--- src/hdl/fpm_pkg.sv ---
// Package for the binary32 multiplier: field constants and shared types.
// No dependencies.
package fpm_pkg;
  localparam int unsigned ExpW  = 8;
  localparam int unsigned FracW = 23;
  localparam int unsigned SigW  = 24;
  localparam int unsigned ProdW = 48;
  localparam logic [31:0] DefNan  = 32'h7FC0_0000;
  localparam logic [31:0] InfBits = 32'h7F80_0000;
  localparam logic [31:0] QuietBit = 32'h0040_0000;

  // Operand class after decode.
  typedef struct packed {
    logic        special;    // result fixed, no arithmetic needed
    logic [31:0] special_val;
    logic        sign;
  } fpm_cls_t;

  // Leading-zero count of a 24-bit significand (zero input gives 24).
  function automatic logic [4:0] lzc24(input logic [23:0] v);
    logic [4:0] n;
    logic       found;
    n = 5'd24;
    found = 1'b0;
    for (int i = 23; i >= 0; i--) begin
      if (!found && v[i]) begin
        n = 5'(23 - i);
        found = 1'b1;
      end
    end
    return n;
  endfunction
endpackage

--- src/hdl/fpm_round.sv ---
// Rounding stage logic of the binary32 multiplier: denormalize shift,
// round to nearest even and pack. Depends on fpm_pkg.
module fpm_round (
  input  logic [47:0] prod,      // leading one at bit 47
  input  logic signed [10:0] exp_in,
  input  logic        sign,
  output logic [31:0] result
);
  import fpm_pkg::*;

  logic [5:0]  sh;
  logic [47:0] p;
  logic        sticky0;
  logic [23:0] kept;
  logic [23:0] rest;
  logic        guard;
  logic        sticky;
  logic [24:0] kept_r;
  logic [31:0] bits;
  logic [47:0] mask;

  always_comb begin
    sh = 6'd0;
    mask = '0;
    if (exp_in <= 0) begin
      if ((11'sd1 - exp_in) >= 11'sd48) sh = 6'd48;
      else sh = 6'((11'sd1 - exp_in));
    end
    if (sh >= 6'd48) begin
      p = '0;
      sticky0 = |prod;
    end else begin
      mask = (48'd1 << sh) - 48'd1;
      sticky0 = |(prod & mask);
      p = prod >> sh;
    end
    kept  = p[47:24];
    rest  = p[23:0];
    guard = rest[23];
    sticky = sticky0 | (|rest[22:0]);
    kept_r = {1'b0, kept} + 25'(guard & (sticky | kept[0]));
    if (exp_in >= 1)
      bits = {exp_in[7:0] - 8'd1, 23'd0} + 32'(kept_r);
    else
      bits = 32'(kept_r);
    if (exp_in >= 11'sd255 || bits >= InfBits) bits = InfBits;
    result = {sign, bits[30:0]};
  end
endmodule

--- src/hdl/fp32_multiplier.sv ---
// Top level of the binary32 multiplier, round to nearest even.
// Accepts one request per cycle while the output is not stalled.
// Pipeline: decode/normalize, 24x24 multiply, normalize product, round/pack.
// Stages advance together and hold under output backpressure (tready low).
// Reset (rst, synchronous) clears all valid bits; payload registers are not reset.
// Depends on fpm_pkg and fpm_round.
module fp32_multiplier (
  input  logic        clk,
  input  logic        rst,
  input  logic        s_axis_tvalid,
  output logic        s_axis_tready,
  input  logic [63:0] s_axis_tdata,   // [31:0] operand_a, [63:32] operand_b
  output logic        m_axis_tvalid,
  input  logic        m_axis_tready,
  output logic [31:0] m_axis_tdata    // [31:0] product
);
  import fpm_pkg::*;

  logic adv;
  logic v1, v2, v3, v4;

  // stage 1: unpacked operands
  fpm_cls_t    c1;
  logic [23:0] ma1, mb1;
  logic signed [10:0] e1;
  // stage 2: raw product
  fpm_cls_t    c2;
  logic [47:0] p2;
  logic signed [10:0] e2;
  // stage 3: normalized product
  fpm_cls_t    c3;
  logic [47:0] p3;
  logic signed [10:0] e3;
  // stage 4: output register
  logic [31:0] res4;

  // pipeline moves as a whole unless the output holds a result nobody took
  assign adv = !v4 || m_axis_tready;
  assign s_axis_tready = adv;
  assign m_axis_tvalid = v4;
  assign m_axis_tdata  = res4;

  logic [31:0] a, b;
  logic [7:0]  ea, eb;
  logic [22:0] fa, fb;
  logic        az, bz;
  fpm_cls_t    c_next;
  logic [23:0] ma_next, mb_next;
  logic [4:0]  la, lb;
  logic signed [10:0] e_next;

  always_comb begin
    a  = s_axis_tdata[31:0];
    b  = s_axis_tdata[63:32];
    ea = a[30:23]; eb = b[30:23];
    fa = a[22:0];  fb = b[22:0];
    az = (ea == 8'd0) && (fa == 23'd0);
    bz = (eb == 8'd0) && (fb == 23'd0);
    c_next.sign = a[31] ^ b[31];
    c_next.special = 1'b1;
    c_next.special_val = {c_next.sign, 31'd0};
    if (ea == 8'hFF && fa != 23'd0)      c_next.special_val = a | QuietBit;
    else if (eb == 8'hFF && fb != 23'd0) c_next.special_val = b | QuietBit;
    else if (ea == 8'hFF || eb == 8'hFF) begin
      if (az || bz) c_next.special_val = DefNan;
      else          c_next.special_val = {c_next.sign, InfBits[30:0]};
    end else if (az || bz) c_next.special_val = {c_next.sign, 31'd0};
    else c_next.special = 1'b0;
    // subnormals normalized by leading-zero shift
    la = lzc24({1'b0, fa});
    lb = lzc24({1'b0, fb});
    if (ea == 8'd0) ma_next = {1'b0, fa} << (la - 5'd0);
    else            ma_next = {1'b1, fa};
    if (eb == 8'd0) mb_next = {1'b0, fb} << lb;
    else            mb_next = {1'b1, fb};
    e_next = ((ea == 8'd0) ? (11'sd1 - 11'(la)) : 11'(ea))
           + ((eb == 8'd0) ? (11'sd1 - 11'(lb)) : 11'(eb)) - 11'sd127;
  end

  logic [31:0] res_next;
  fpm_round u_round (
    .prod   (p3),
    .exp_in (e3),
    .sign   (c3.sign),
    .result (res_next)
  );

  always_ff @(posedge clk) begin
    if (rst) begin
      v1 <= 1'b0; v2 <= 1'b0; v3 <= 1'b0; v4 <= 1'b0;
    end else if (adv) begin
      v1 <= s_axis_tvalid;
      v2 <= v1;
      v3 <= v2;
      v4 <= v3;
    end
    if (adv) begin
      c1 <= c_next; ma1 <= ma_next; mb1 <= mb_next; e1 <= e_next;
      c2 <= c1; p2 <= ma1 * mb1; e2 <= e1;
      c3 <= c2;
      if (p2[47]) begin
        p3 <= p2;        e3 <= e2 + 11'sd1;
      end else begin
        p3 <= p2 << 1;   e3 <= e2;
      end
      res4 <= c3.special ? c3.special_val : res_next;
    end
  end
endmodule
--- config.mk ---
export PLATFORM = sky130hd
export DESIGN_NAME = fp32_multiplier
export DESIGN_NICKNAME = d
export VERILOG_FILES = /design/src/hdl/fpm_pkg.sv /design/src/hdl/fpm_round.sv /design/src/hdl/fp32_multiplier.sv
export SDC_FILE = /design/constraint.sdc
export NUM_CORES = 2
export LEC_CHECK = 0
export BUFFER_PORTS_ARGS = -buffer_cell sky130_fd_sc_hd__buf_2
export CORE_MARGIN = 3
export CORE_UTILIZATION = 59
export DETAILED_ROUTE_END_ITERATION = 7
export PLACE_DENSITY = 0.9
export SLEW_MARGIN = 20
export SYNTH_ARGS = -nofsm -noshare
export SYNTH_HDL_FRONTEND = slang
export SYNTH_HIERARCHICAL = 1
export SYNTH_SLANG_ARGS = --single-unit
--- constraint.sdc ---
create_clock -name clk -period 11.8 [get_ports clk]
set_input_delay 1.77 -clock clk [delete_from_list [all_inputs] [get_ports clk]]
set_output_delay 1.77 -clock clk [all_outputs]
set_load 0.005 [all_outputs]
==> impl_metrics.toml <==
[run_status]
status = "completed"

[clocking]
insertion_delay_ns = 0.56
cts_setup_buffers = 0
cts_resized = 0
cts_buffers = 36
clkTransAtPathRegs_ns = 0.07
cts-root-buf = "clkbuf_16"
cts.sinks = 315
cts.path.max_buffers = 3
tritoncts = "built"
holdBufCountCts = 0
h-tree-depth = 2

[sta]
worst_pin_slew_ns = 1.24
setup_viol = 0
worst_slack_ns = 2.81
period_needed_ns = 8.99
skew_ns = 0.0241
slew_viol_final = 0
rsz0062_at_grt = "no"
tns_ns = 0
fmax_mhz = 111
min_period_over_period_pct = 76.2
finalHoldViolCount = 0
slew_headroom_pct = 16.3

[floorplanning]
start_util_pct = 59.7
io_pins = 102
dieArea_sq_mm = 0.0727
die_h_um = 270
die_w_um = 270
core_area_sq_mm = 0.0687
core.rowCount = 96

[global_routing]
antenna_found_initial = 5
gr-total-overflow = 0
grt_max_degree = 156
grt_pass1_wl_mm = 217
first_global_vias = 36564
grtUsageTotal_pct = 38.6

[drt]
vias_per_cell = 6.73
dr.first_iter.drc_count = 4944
drt-total-wl_mm = 143
drc = 0
routedWlPerCell_um = 26.9
num_vias = 35853
ant_nets = 0
first_pass_iters = 7

[placement]
port_buffers = 101
dp.final_hpwl_mm = 102
dpl_cell_area_sq_mm = 0.0421
gp_congestion = 1.03
place_worst_setup_slack_ns = 3.21

[setup_path]
start_kind = "flop"
cp-end-kind = "flop"
critPathArrivalTime_ns = 9.30
crit_type = "reg2reg"
crit_path_max_incr_delay_ns = 0.59
cp_slowest_cell = "edfxtp_1"
worstPathRequired_ns = 12.11
path_max_fanout = 27

[logic_synthesis]
async_flop_share_pct = 0
ys_types = 123
yosys_warnings = 6
ys_seq_area_share_pct = 23.0
ys_seq_elements = 315
yosys-top-cells-area = "fa_1, edfxtp_1, ha_1, inv_1, nand2_1"
synth.avg_cell_area_sq_um = 9.26
netlist_area_sq_mm = 0.0410
synth_top_cells_by_count = "inv_1, nand2_1, fa_1, edfxtp_1, and2_1"
yosys.area.top_type = "fa_1"
synth-edff-count = 311
syn_inst = 4430
synth_top_area_share_pct = 23.6
yosysMostFrequentCell = "inv_1"
synthFlopType = "edfxtp_1"
synth_nets = 5186

[cells_and_area]
area_growth_pct = 5.85
fill_cells = 5351
drive_gt1_share_pct = 10.4
layout.nets = 5125
final_design_area_no_fill_sq_mm = 0.0434

[worst_hold_path]
hold_class = "reg2reg"

[job]
drv_cap = 0
-- metrics by stage --
stage,hold WS [ns],util (%),instances
global route,0.416,63.2,5328
detailed placement,0.405,61.2,5253
global placement,0.400,61.2,5253
CTS,0.413,62.9,5319
finish,0.413,63.2,5329
floorplan,0.400,-,4430
-- logic make-up (layout without fill, tap and decap cells) --
group,count (synthesis),in the layout,share of synthesized area (%)
AOI/OAI and AO/OA,888,888,15.4
xor gates and xnor gates,108,108,2.31
adders and majority gates,688,688,29.9
buffers and inverters,892,859,8.59
DFF,315,315,23.0
muxes,152,152,4.22
other,0,1,0
and+or+nand+nor,1387,1387,16.7
-- path summary, 6_finish.rpt --
check	cells after the start	slack, ns	end	start
worst max-delay path	29	2.81	m_axis_tdata[22]$_DFFE_PP_	e3[1]$_DFFE_PP_
worst min register to register	0	0.41	c3[15]$_DFFE_PP_	c2[15]$_DFFE_PP_
worst min-delay path	0	0.41	c3[15]$_DFFE_PP_	c2[15]$_DFFE_PP_
worst max register to register	29	2.81	m_axis_tdata[22]$_DFFE_PP_	e3[1]$_DFFE_PP_
-- flip-flops by register name, indices dropped and copies added (netlist names), 11 cells and up --
| signal | flops |
|---|---|
| p2 | 48 |
| p3 | 48 |
| c1 | 34 |
| c2 | 34 |
| c3 | 34 |
| m_axis_tdata | 32 |
| ma1 | 24 |
| mb1 | 24 |
| e1 | 11 |
| e2 | 11 |
| e3 | 11 |
-- cells in the final DEF (no fill, tap or decap), types with 14 or more instances in the layout --
cell and count:
inv_1 598, nand2_1 565, fa_1 484, edfxtp_1 311, and2_1 238, nor2_1 203
ha_1 203, a21oi_1 167, o21ai_0 140, buf_2 101, mux2_2 92, buf_4 78
xnor2_1 77, nand3_1 76, nor3_1 68, a211oi_1 53, o211ai_1 51, mux2i_1 50
o22ai_1 46, a21o_1 45, a31oi_1 36, clkbuf_16 36, nor4_1 32, nand4_1 32
xor2_1 30, a22o_1 30, o31ai_1 22, o21a_1 21, or3_1 21, nand2b_1 21
and3_1 21, o21ai_1 21, or2_2 20, o21bai_1 18, nor2b_1 16, o2111ai_1 14
-- layer usage --
| metal | track usage, % | vias to the layer above | share of wire [%] |
|---|---|---|---|
| met4 | 23.6 | 4 | 7.5 |
| li1 | - | 14969 | - |
| met3 | 9.57 | 721 | 12 |
| met1 | 49.4 | 17376 | 36 |
| met2 | 59.3 | 2783 | 44 |
| met5 | 0 | - | 0.022 |
-- layout make-up --
class / instances / area (sq um) / share of cell area, %
Clock inverter: 27 / 258 / 0.594
Clock buffer: 39 / 912 / 2.10
Timing Repair Buffer: 190 / 1300 / 2.99
Multi-Input combinational cell: 3223 / 28100 / 64.7
Sequential cell: 315 / 9420 / 21.7
Inverter: 603 / 2260 / 5.21
Tap cell: 931 / 1160 / 2.68
Antenna cell: 1 / 2.50 / 0.00577
-- critical path: cells and delay by family, from the launching register on --
family	cells	cell delay, ns
compound gates	6	1.59
simple gates	13	3.57
flops	1	0.59
buf+inv	5	1.33
fa+ha+maj	3	1.04
mux	2	0.56
Power is not shown: default switching activity piles up to over one toggle a cycle in this logic, so the estimate is an artifact.
